## config.mk

```make
export PLATFORM = sky130hd
export DESIGN_NAME = set_algebra_engine
export DESIGN_NICKNAME = d
export VERILOG_FILES = /design/src/rtl/sae_pkg.sv /design/src/rtl/sae_set_store.sv /design/src/rtl/sae_sequencer.sv /design/src/rtl/set_algebra_engine.sv
export SDC_FILE = /design/constraint.sdc
export NUM_CORES = 2
export LEC_CHECK = 0
export ABC_AREA = 0
export BUFFER_PORTS_ARGS = -buffer_cell sky130_fd_sc_hd__buf_2
export CAP_MARGIN = 20
export CORE_MARGIN = 3
export CORE_UTILIZATION = 50
export CTS_CLUSTER_SIZE = 14
export DETAILED_ROUTE_END_ITERATION = 16
export PLACE_DENSITY = 0.78
export SETUP_SLACK_MARGIN = 0.2
export SYNTH_ARGS = -nofsm -noshare
export SYNTH_HDL_FRONTEND = slang
export SYNTH_HIERARCHICAL = 1
export SYNTH_SLANG_ARGS = --single-unit
```

## constraint.sdc

```tcl
create_clock -name clk -period 9.46 [get_ports clk]
set_input_delay 1.892 -clock clk [delete_from_list [all_inputs] [get_ports clk]]
set_output_delay 1.892 -clock clk [all_outputs]
set_load 0.01 [all_outputs]
```

## src/rtl/sae_pkg.sv

```systemverilog
// Shared types, codes and the microcode program of the set algebra engine.
// Used by every module under rtl; depends on nothing else.
`default_nettype none

package sae_pkg;

    // Default capacity of each set.
    localparam int SAE_DEPTH = 16;
    localparam int DATA_W    = 32;

    // Command opcodes.
    localparam logic [2:0] OPC_CLEAR     = 3'd0;
    localparam logic [2:0] OPC_ADD_A     = 3'd1;
    localparam logic [2:0] OPC_ADD_B     = 3'd2;
    localparam logic [2:0] OPC_UNION     = 3'd3;
    localparam logic [2:0] OPC_INTER     = 3'd4;
    localparam logic [2:0] OPC_A_MINUS_B = 3'd5;
    localparam logic [2:0] OPC_B_MINUS_A = 3'd6;
    localparam logic [2:0] OPC_UNUSED    = 3'd7;

    // Result status codes.
    localparam logic [2:0] ST_ELEM    = 3'd0;
    localparam logic [2:0] ST_ADDED   = 3'd1;
    localparam logic [2:0] ST_PRESENT = 3'd2;
    localparam logic [2:0] ST_FULL    = 3'd3;
    localparam logic [2:0] ST_EMPTY   = 3'd4;

    // Micro-operations.
    localparam logic [2:0] UOP_NOP   = 3'd0;
    localparam logic [2:0] UOP_CLEAR = 3'd1;
    localparam logic [2:0] UOP_ADD   = 3'd2;
    localparam logic [2:0] UOP_WALK  = 3'd3;
    localparam logic [2:0] UOP_FLUSH = 3'd4;

    // Membership filters applied during a walk.
    localparam logic [1:0] FILT_ALL = 2'd0;
    localparam logic [1:0] FILT_IN  = 2'd1;
    localparam logic [1:0] FILT_OUT = 2'd2;

    // Microcode addresses.
    localparam logic [3:0] UA_CLEAR   = 4'd0;
    localparam logic [3:0] UA_ADD_A   = 4'd1;
    localparam logic [3:0] UA_ADD_B   = 4'd2;
    localparam logic [3:0] UA_UNION_A = 4'd3;
    localparam logic [3:0] UA_UNION_B = 4'd4;
    localparam logic [3:0] UA_INTER   = 4'd5;
    localparam logic [3:0] UA_AMB     = 4'd6;
    localparam logic [3:0] UA_BMA     = 4'd7;
    localparam logic [3:0] UA_NOP     = 4'd8;
    localparam logic [3:0] UA_FLUSH   = 4'd9;

    // One control word of the program.
    typedef struct packed {
        logic [2:0] uop;
        logic       sel_b;
        logic [1:0] filt;
        logic       fin;
        logic [3:0] nxt;
    } sae_uword_t;

    // Control from the sequencer to the datapath for the current step.
    typedef struct packed {
        logic       clear;
        logic       add_a;
        logic       add_b;
        logic       walk;
        logic       walk_b;
        logic [1:0] filt;
        logic       flush;
    } sae_ctl_t;

    // Program ROM.
    function automatic sae_uword_t sae_rom(input logic [3:0] addr);
        sae_uword_t w;
        unique case (addr)
            UA_CLEAR:   w = '{uop: UOP_CLEAR, sel_b: 1'b0, filt: FILT_ALL, fin: 1'b1,
                              nxt: UA_NOP};
            UA_ADD_A:   w = '{uop: UOP_ADD,   sel_b: 1'b0, filt: FILT_ALL, fin: 1'b1,
                              nxt: UA_NOP};
            UA_ADD_B:   w = '{uop: UOP_ADD,   sel_b: 1'b1, filt: FILT_ALL, fin: 1'b1,
                              nxt: UA_NOP};
            UA_UNION_A: w = '{uop: UOP_WALK,  sel_b: 1'b0, filt: FILT_ALL, fin: 1'b0,
                              nxt: UA_UNION_B};
            UA_UNION_B: w = '{uop: UOP_WALK,  sel_b: 1'b1, filt: FILT_OUT, fin: 1'b0,
                              nxt: UA_FLUSH};
            UA_INTER:   w = '{uop: UOP_WALK,  sel_b: 1'b0, filt: FILT_IN,  fin: 1'b0,
                              nxt: UA_FLUSH};
            UA_AMB:     w = '{uop: UOP_WALK,  sel_b: 1'b0, filt: FILT_OUT, fin: 1'b0,
                              nxt: UA_FLUSH};
            UA_BMA:     w = '{uop: UOP_WALK,  sel_b: 1'b1, filt: FILT_OUT, fin: 1'b0,
                              nxt: UA_FLUSH};
            UA_FLUSH:   w = '{uop: UOP_FLUSH, sel_b: 1'b0, filt: FILT_ALL, fin: 1'b1,
                              nxt: UA_NOP};
            default:    w = '{uop: UOP_NOP,   sel_b: 1'b0, filt: FILT_ALL, fin: 1'b1,
                              nxt: UA_NOP};
        endcase
        return w;
    endfunction

    // Entry point of the program for each opcode.
    function automatic logic [3:0] sae_dispatch(input logic [2:0] opc);
        logic [3:0] a;
        unique case (opc)
            OPC_CLEAR:     a = UA_CLEAR;
            OPC_ADD_A:     a = UA_ADD_A;
            OPC_ADD_B:     a = UA_ADD_B;
            OPC_UNION:     a = UA_UNION_A;
            OPC_INTER:     a = UA_INTER;
            OPC_A_MINUS_B: a = UA_AMB;
            OPC_B_MINUS_A: a = UA_BMA;
            OPC_UNUSED:    a = UA_NOP;
        endcase
        return a;
    endfunction

endpackage

`default_nettype wire

```

## src/rtl/sae_set_store.sv

```systemverilog
// Storage for one set: entries in insertion order, a fill count,
// a parallel membership compare and one indexed read port. Uses sae_pkg.
`default_nettype none

module sae_set_store
    import sae_pkg::*;
#(
    parameter int DEPTH = SAE_DEPTH,
    parameter int CNT_W = $clog2(DEPTH + 1),
    parameter int IDX_W = $clog2(DEPTH)
) (
    input  wire logic                     clk,
    input  wire logic                     rst_n,
    input  wire logic                     clr,
    input  wire logic                     add_en,
    input  wire logic signed [DATA_W-1:0] probe_val,
    output logic                          probe_hit,
    output logic                          full,
    input  wire logic [IDX_W-1:0]         rd_idx,
    output logic signed [DATA_W-1:0]      rd_val,
    output logic [CNT_W-1:0]              count
);

    logic signed [DATA_W-1:0] items_reg [DEPTH];
    logic [CNT_W-1:0]         count_reg;
    logic [CNT_W-1:0]         count_next;
    logic                     wr_en;

    // Membership compare against every filled entry.
    always_comb
    begin
        probe_hit = 1'b0;
        for (int i = 0; i < DEPTH; i++)
        begin
            if ((CNT_W'(i) < count_reg) && (items_reg[i] == probe_val))
            begin
                probe_hit = 1'b1;
            end
        end
    end

    assign full   = (count_reg == CNT_W'(DEPTH));
    assign wr_en  = add_en && !probe_hit && !full;
    assign rd_val = items_reg[rd_idx];
    assign count  = count_reg;

    // Fill count: clear empties the set, an accepted add appends.
    always_comb
    begin
        count_next = count_reg;
        if (clr)
        begin
            count_next = '0;
        end
        else if (wr_en)
        begin
            count_next = count_reg + CNT_W'(1);
        end
    end

    always_ff @(posedge clk or negedge rst_n)
    begin
        if (!rst_n)
        begin
            count_reg <= '0;
        end
        else
        begin
            count_reg <= count_next;
        end
    end

    // Entry storage, written at the fill position.
    always_ff @(posedge clk)
    begin
        if (wr_en)
        begin
            items_reg[count_reg[IDX_W-1:0]] <= probe_val;
        end
    end

endmodule

`default_nettype wire

```

## src/rtl/sae_sequencer.sv

```systemverilog
// Microcode sequencer: program counter, walk index and busy flag.
// Steps through the program ROM in sae_pkg and issues one control word per cycle.
`default_nettype none

module sae_sequencer
    import sae_pkg::*;
#(
    parameter int DEPTH = SAE_DEPTH,
    parameter int CNT_W = $clog2(DEPTH + 1),
    parameter int IDX_W = $clog2(DEPTH)
) (
    input  wire logic             clk,
    input  wire logic             rst_n,
    input  wire logic             start,
    input  wire logic [2:0]       opcode,
    input  wire logic [CNT_W-1:0] cnt_a,
    input  wire logic [CNT_W-1:0] cnt_b,
    output logic                  busy,
    output sae_ctl_t              ctl,
    output logic [IDX_W-1:0]      idx
);

    logic             busy_reg;
    logic             busy_next;
    logic [3:0]       upc_reg;
    logic [3:0]       upc_next;
    logic [CNT_W-1:0] idx_reg;
    logic [CNT_W-1:0] idx_next;
    sae_uword_t       uw;
    logic [CNT_W-1:0] src_cnt;
    logic             walk_end;

    assign uw       = sae_rom(upc_reg);
    assign src_cnt  = uw.sel_b ? cnt_b : cnt_a;
    assign walk_end = (idx_reg == src_cnt);

    // Next program counter, walk index and busy flag.
    always_comb
    begin
        busy_next = busy_reg;
        upc_next  = upc_reg;
        idx_next  = idx_reg;
        if (!busy_reg)
        begin
            if (start)
            begin
                busy_next = 1'b1;
                upc_next  = sae_dispatch(opcode);
                idx_next  = '0;
            end
        end
        else if (uw.uop == UOP_WALK)
        begin
            if (walk_end)
            begin
                idx_next = '0;
                upc_next = uw.nxt;
            end
            else
            begin
                idx_next = idx_reg + CNT_W'(1);
            end
        end
        else if (uw.fin)
        begin
            busy_next = 1'b0;
        end
        else
        begin
            upc_next = uw.nxt;
        end
    end

    always_ff @(posedge clk or negedge rst_n)
    begin
        if (!rst_n)
        begin
            busy_reg <= 1'b0;
            upc_reg  <= UA_NOP;
            idx_reg  <= '0;
        end
        else
        begin
            busy_reg <= busy_next;
            upc_reg  <= upc_next;
            idx_reg  <= idx_next;
        end
    end

    // Decode the control word into datapath strobes.
    always_comb
    begin
        ctl.clear  = busy_reg && (uw.uop == UOP_CLEAR);
        ctl.add_a  = busy_reg && (uw.uop == UOP_ADD) && !uw.sel_b;
        ctl.add_b  = busy_reg && (uw.uop == UOP_ADD) && uw.sel_b;
        ctl.walk   = busy_reg && (uw.uop == UOP_WALK) && !walk_end;
        ctl.walk_b = uw.sel_b;
        ctl.filt   = uw.filt;
        ctl.flush  = busy_reg && (uw.uop == UOP_FLUSH);
    end

    assign busy = busy_reg;
    assign idx  = idx_reg[IDX_W-1:0];

endmodule

`default_nettype wire

```

## src/rtl/set_algebra_engine.sv

```systemverilog
// Timing: add, clear and the unused opcode end at their entry step; an add result is checked
// in the add step and registered onto the ports, and the next item can be taken at its end.
// An operation walks its source set (both sets for union), one stored element per cycle,
// then runs a flush step; busy stays high throughout and the next item follows once it drops.
// A kept element waits until the next one is found or the flush step, then leaves in the next
// cycle; the receiver cannot stall. Reset (rst_n, async, active low) empties both sets.
`default_nettype none

module set_algebra_engine
    import sae_pkg::*;
#(
    parameter int DEPTH = SAE_DEPTH
) (
    input  wire logic                     clk,
    input  wire logic                     rst_n,
    input  wire logic                     start,
    output logic                          busy,
    input  wire logic [2:0]               opcode,
    input  wire logic signed [DATA_W-1:0] value,
    output logic                          result_valid,
    output logic [2:0]                    status,
    output logic signed [DATA_W-1:0]      value_res,
    output logic                          last
);

    localparam int CNT_W = $clog2(DEPTH + 1);
    localparam int IDX_W = $clog2(DEPTH);

    sae_ctl_t                 ctl;
    logic [IDX_W-1:0]         idx;
    logic [CNT_W-1:0]         cnt_a;
    logic [CNT_W-1:0]         cnt_b;
    logic                     hit_a;
    logic                     hit_b;
    logic                     full_a;
    logic                     full_b;
    logic signed [DATA_W-1:0] rd_a;
    logic signed [DATA_W-1:0] rd_b;
    logic signed [DATA_W-1:0] probe_a;
    logic signed [DATA_W-1:0] probe_b;
    logic                     accept;

    logic signed [DATA_W-1:0] value_reg;
    logic                     pend_vld_reg;
    logic                     pend_vld_next;
    logic signed [DATA_W-1:0] pend_val_reg;
    logic signed [DATA_W-1:0] pend_val_next;
    logic [CNT_W-1:0]         keep_cnt_reg;
    logic [CNT_W-1:0]         keep_cnt_next;
    logic                     out_vld_reg;
    logic                     out_vld_next;
    logic [2:0]               out_st_reg;
    logic [2:0]               out_st_next;
    logic signed [DATA_W-1:0] out_val_reg;
    logic signed [DATA_W-1:0] out_val_next;
    logic                     out_last_reg;
    logic                     out_last_next;

    logic signed [DATA_W-1:0] elem;
    logic                     other_hit;
    logic                     keep;
    logic                     add_hit;
    logic                     add_full;

    assign accept = start && !busy;

    sae_sequencer #(
        .DEPTH(DEPTH),
        .CNT_W(CNT_W),
        .IDX_W(IDX_W)
    ) u_seq (
        .clk   (clk),
        .rst_n (rst_n),
        .start (start),
        .opcode(opcode),
        .cnt_a (cnt_a),
        .cnt_b (cnt_b),
        .busy  (busy),
        .ctl   (ctl),
        .idx   (idx)
    );

    // Each set is probed with the offered value on its own add, else with the
    // element the other set is walking.
    assign probe_a = ctl.add_a ? value_reg : rd_b;
    assign probe_b = ctl.add_b ? value_reg : rd_a;

    sae_set_store #(
        .DEPTH(DEPTH),
        .CNT_W(CNT_W),
        .IDX_W(IDX_W)
    ) u_set_a (
        .clk      (clk),
        .rst_n    (rst_n),
        .clr      (ctl.clear),
        .add_en   (ctl.add_a),
        .probe_val(probe_a),
        .probe_hit(hit_a),
        .full     (full_a),
        .rd_idx   (idx),
        .rd_val   (rd_a),
        .count    (cnt_a)
    );

    sae_set_store #(
        .DEPTH(DEPTH),
        .CNT_W(CNT_W),
        .IDX_W(IDX_W)
    ) u_set_b (
        .clk      (clk),
        .rst_n    (rst_n),
        .clr      (ctl.clear),
        .add_en   (ctl.add_b),
        .probe_val(probe_b),
        .probe_hit(hit_b),
        .full     (full_b),
        .rd_idx   (idx),
        .rd_val   (rd_b),
        .count    (cnt_b)
    );

    // Walk filter: keep the element when its membership matches and room remains.
    assign elem      = ctl.walk_b ? rd_b : rd_a;
    assign other_hit = ctl.walk_b ? hit_a : hit_b;
    assign keep      = ctl.walk && (keep_cnt_reg < CNT_W'(DEPTH))
                       && ((ctl.filt == FILT_ALL)
                           || ((ctl.filt == FILT_IN) && other_hit)
                           || ((ctl.filt == FILT_OUT) && !other_hit));
    assign add_hit   = ctl.add_a ? hit_a : hit_b;
    assign add_full  = ctl.add_a ? full_a : full_b;

    // Result path: one kept element waits so that the final item can carry last.
    always_comb
    begin
        pend_vld_next = pend_vld_reg;
        pend_val_next = pend_val_reg;
        keep_cnt_next = keep_cnt_reg;
        out_vld_next  = 1'b0;
        out_st_next   = out_st_reg;
        out_val_next  = out_val_reg;
        out_last_next = out_last_reg;
        if (accept)
        begin
            pend_vld_next = 1'b0;
            keep_cnt_next = '0;
        end
        else if (ctl.add_a || ctl.add_b)
        begin
            out_vld_next  = 1'b1;
            out_val_next  = value_reg;
            out_last_next = 1'b1;
            if (add_hit)
            begin
                out_st_next = ST_PRESENT;
            end
            else if (add_full)
            begin
                out_st_next = ST_FULL;
            end
            else
            begin
                out_st_next = ST_ADDED;
            end
        end
        else if (keep)
        begin
            if (pend_vld_reg)
            begin
                out_vld_next  = 1'b1;
                out_st_next   = ST_ELEM;
                out_val_next  = pend_val_reg;
                out_last_next = 1'b0;
            end
            pend_vld_next = 1'b1;
            pend_val_next = elem;
            keep_cnt_next = keep_cnt_reg + CNT_W'(1);
        end
        else if (ctl.flush)
        begin
            out_vld_next  = 1'b1;
            out_last_next = 1'b1;
            pend_vld_next = 1'b0;
            if (pend_vld_reg)
            begin
                out_st_next  = ST_ELEM;
                out_val_next = pend_val_reg;
            end
            else
            begin
                out_st_next  = ST_EMPTY;
                out_val_next = '0;
            end
        end
    end

    // Control registers.
    always_ff @(posedge clk or negedge rst_n)
    begin
        if (!rst_n)
        begin
            pend_vld_reg <= 1'b0;
            keep_cnt_reg <= '0;
            out_vld_reg  <= 1'b0;
        end
        else
        begin
            pend_vld_reg <= pend_vld_next;
            keep_cnt_reg <= keep_cnt_next;
            out_vld_reg  <= out_vld_next;
        end
    end

    // Payload registers.
    always_ff @(posedge clk)
    begin
        if (accept)
        begin
            value_reg <= value;
        end
        pend_val_reg <= pend_val_next;
        out_st_reg   <= out_st_next;
        out_val_reg  <= out_val_next;
        out_last_reg <= out_last_next;
    end

    assign result_valid = out_vld_reg;
    assign status       = out_st_reg;
    assign value_res    = out_val_reg;
    assign last         = out_last_reg;

    // A waiting element has always been counted against the cap.
    a_pend_counted: assert property (@(posedge clk) disable iff (!rst_n)
        pend_vld_reg |-> (keep_cnt_reg != '0))
        else $error("waiting element without a kept count");

    // Add and empty results are single items and must end the response.
    a_single_last: assert property (@(posedge clk) disable iff (!rst_n)
        (result_valid && (status == ST_ADDED || status == ST_PRESENT
                          || status == ST_FULL || status == ST_EMPTY)) |-> last)
        else $error("single-item result without last");

    // Set fill counts never pass the capacity.
    a_count_bound: assert property (@(posedge clk) disable iff (!rst_n)
        (cnt_a <= CNT_W'(DEPTH)) && (cnt_b <= CNT_W'(DEPTH)))
        else $error("set count beyond capacity");

    // The kept count never passes the capacity.
    a_keep_bound: assert property (@(posedge clk) disable iff (!rst_n)
        keep_cnt_reg <= CNT_W'(DEPTH))
        else $error("result count beyond capacity");

    // An accepted item always occupies the engine in the next cycle.
    a_accept_busy: assert property (@(posedge clk) disable iff (!rst_n)
        accept |=> busy)
        else $error("accepted item did not start the sequencer");

endmodule

`default_nettype wire

```

==> impl_metrics.csv <==
group,metric,value,unit
clock_tree,cts-resized-gates,0,
route,antenna_left,0,
sta,hold_violations,0,
clock_tree,clockBufferDepth,3,
grt,grtUsageTotal,33.6,%
grt,grt.overflow.total,0,
floorplanning,initial_core_util,50.7,%
power_and_ir_drop,power_leakage,20.5,nW
grt,antenna_found_initial,17,
route,vias_per_cell,7.00,
yosys,synthCells,3782,
floorplanning,die_h,350,um
power_and_ir_drop,power,17.7,mW
floorplanning,dieArea,122000,um2
sta,setup_tns,0,ns
clock_tree,clkSinkCount,1151,
sta,fin_skew,0.0540,ns
route,drc_errors,0,
yosys,ys_ff_latch,1151,
clock_tree,cts_root_buffer,"clkbuf_16",
finish,final_nets,3889,
clock_tree,tritoncts,"yes",
finish,design_area,65100,um2
worst_hold_path,hold_class,"flip-flop to flip-flop",
power_and_ir_drop,vdd_drop_max,251,uV
sta,worst_slew_pin_slew,1.34,ns
sta,max_freq,0.113,GHz
critical_path,cp_top_family,"multiplexers",
critical_path,crit_type,"flip-flop to flip-flop",
yosys,synth_cell_types,87,
route,num_vias,38300,
floorplanning,core.rowCount,125,
finish,area_growth,10.2,%
sta,slew_viol_final,0,
clock_tree,clk_latency,0.75,ns
sta,layout_min_cycle_time,8.84,ns
clock_tree,post_cts_buffers,0,
critical_path,critPathCaptureType,"flip-flop",
worst_hold_path,worstHoldPathCells,2,
yosys,synth_seq_area_share,58.2,%
grt,grt_pass1_vias,35700,
power_and_ir_drop,p_per_area,271,nW/um2
floorplanning,coreArea,117000,um2
critical_path,worstSetupStartpointType,"flip-flop",
finish,drive_gt1_share,20.8,%
place,place_congestion,1.06,
place,placed_area,61100,um2
clock_tree,cts_htree_levels,3,
floorplanning,die_w,350,um
yosys,syn_area,59100,um2
worst_hold_path,hp-start,"u_seq/upc_reg[3]$_DFFE_PN1P_",
critical_path,crit_path_cell_trace,"buf_4 > mux4_2 > mux4_2 > mux2_2 > xor2_1 > nor4_1 > nand3_1 > nor4_1 > nand4_1 > o22ai_1 > nor4_1 > nand4_1 > mux2i_1 > mux2i_1 > mux2i_1 > a21oi_4 > buf_4",
floorplanning,io_pins,76,
yosys,synth_nets,3838,
route,drtPass1Iterations,6,
sta,relSlewSlack,9.51,%
place,dp_hpwl,150,mm
critical_path,critical-path-slowest-cell,"dfrtp_4",
route,drt_iter0_drc,6662,
yosys,yosys_warnings,6,
critical_path,r2r-end,"value_res[10]$_DFFE_PP_",
route,wl_per_cell,37.9,um
critical_path,r2r_setup_slack,0.62,ns
grt,grt_start_max_net_pins,54,
flow_run,cap_violations,0,
critical_path,critPathRequiredTime,9.81,ns
route,wl,207,mm
place,pre_cts_ws,1.08,ns
place,portBuffers,75,
clock_tree,holdBufCountCts,0,
status,status,"completed",
clock_tree,clk_pin_slew,0.06,ns
critical_path,cpPeakStageDelay,0.94,ns
critical_path,r2r_cells,17,
critical_path,crit_buf_inv,2,
sta,min_period_over_period,93.4,%
yosys,synth-edff-count,1124,
critical_path,crit_fanout,36,
sta,rsz0062_at_grt,"no",
yosys,syn_avg_cell_area,15.6,um2
grt,grt_pass1_wl,287,mm
clock_tree,cts_buffers,117,
worst_hold_path,hold_path_end,"u_seq/upc_reg[3]$_DFFE_PN1P_",
yosys,async_flop_share,2.35,%
sta,setup_viol,0,
critical_path,worstReg2RegStart,"u_seq/idx_reg[0]$_DFFE_PN0P_",
sta,timing.final.ws_setup,0.621,ns
yosys,synth_ff_type,"edfxtp_1",
finish,final_util,55.8,%
critical_path,arrival,9.19,ns
[worst min-delay path: cells and delay by family, from the launching register on]
family / cells / cell delay [ns]
AOI/OAI and AO/OA: 1 / 0.05
DFF: 1 / 0.41
and+or+nand+nor: 1 / 0.07
[stage by stage]
stage | instances | hold WS, ns
2_1_floorplan | 3782 | 0.473
3_3_place_gp | 5236 | 0.521
3_5_place_dp | 5237 | 0.527
4_1_cts | 5457 | 0.536
5_1_grt | 5458 | 0.553
6_report | 5466 | 0.535
[routing by layer]
metal  vias to the layer above  wire, um  GRT usage, %
li1                      14900         -             -
met1                     19500     78200          48.2
met2                      3381     83700          45.1
met3                       472     36500          15.2
met4                        16      8880          11.9
met5                         -       103             0
[report_power, final]
part | internal [mW] | total, mW | leakage [nW] | switching (mW)
logic | 1.90 | 6.27 | 8.08 | 4.37
clock network | 2.82 | 4.86 | 1.93 | 2.04
registers | 6.30 | 6.52 | 10.5 | 0.220
[kinds of logic (layout without fill, tap and decap cells)]
kind of cell / after synthesis / count (layout) / share of synthesized area (%)
AO/OA/AOI/OAI: 124 / 124 / 1.63
XOR/XNOR: 1031 / 1031 / 15.3
adder cells (fa/ha/maj): 18 / 18 / 0.381
buffers and inverters: 260 / 412 / 2.33
flip-flops: 1151 / 1151 / 58.2
multiplexers: 431 / 431 / 14.3
other: 0 / 8 / 0
AND/OR/NAND/NOR: 767 / 767 / 7.80
[cell type report]
type                    count  area [um2]
diodes                      8        20.0
clock buffers             148        3120
clock inverters            72         875
fillers                  9027       51600
inverters                  16        61.3
multi-input cells        2371       23400
flip-flops and latches   1151       34400
well taps                1524        1910
repair buffers            176        1280
[worst max-delay path by stage]
stage	slack, ns	end	depth (start not counted)	from
after global placement	1.10	value_res[8]$_DFFE_PP_	17	u_seq/idx_reg[0]$_DFFE_PN0P_
after floorplan	1.25	u_set_b/items_reg[2][0]$_DFFE_PP_	16	u_seq/idx_reg[0]$_DFFE_PN0P_
after global routing	0.34	value_res[10]$_DFFE_PP_	17	u_seq/idx_reg[0]$_DFFE_PN0P_
final	0.62	value_res[10]$_DFFE_PP_	17	u_seq/idx_reg[0]$_DFFE_PN0P_
after CTS	1.02	value_res[26]$_DFFE_PP_	17	u_seq/idx_reg[0]$_DFFE_PN0P_
after detailed placement	1.08	value_res[15]$_DFFE_PP_	17	u_seq/idx_reg[0]$_DFFE_PN0P_
[layout by cell type, fill, tap and decap left out, types with 31 or more instances in the layout]
master        n
buf_4        87
xnor2_1     308
mux4_2      320
nand2_1      68
nor3_1       31
nand4_1     123
a22o_1       35
nand3_1      41
nor4_1      235
buf_2        77
clkbuf_16   118
nor2_1       90
xor2_1      721
mux2_2       98
edfxtp_1   1124
[cell usage after synthesis, drive strengths merged, types with 6 or more instances]
cell type	count	area, um2
and3	21	131
or3	11	68.8
dfrtp	26	651
mux2	103	1170
nand4b	14	123
buf	181	1080
a21oi	26	141
nand3	41	205
and4b	7	70.1
mux4	320	7210
nand4	124	791
clkbuf	63	236
ha	18	225
nor3	34	180
xnor2	308	2700
xor2	723	6350
nand2	68	255
and4	6	52.6
nor3b	11	87.6
nor4b	19	166
or4	17	135
inv	14	52.6
nor2	91	342
mux2i	8	80.1
nor2b	14	95.1
nand2b	20	133
a31oi	6	52.6
o21ai	17	85.1
a22o	35	307
nor4	243	1560
edfxtp	1124	33800
Note: power is estimated with default switching activity, not from simulation.
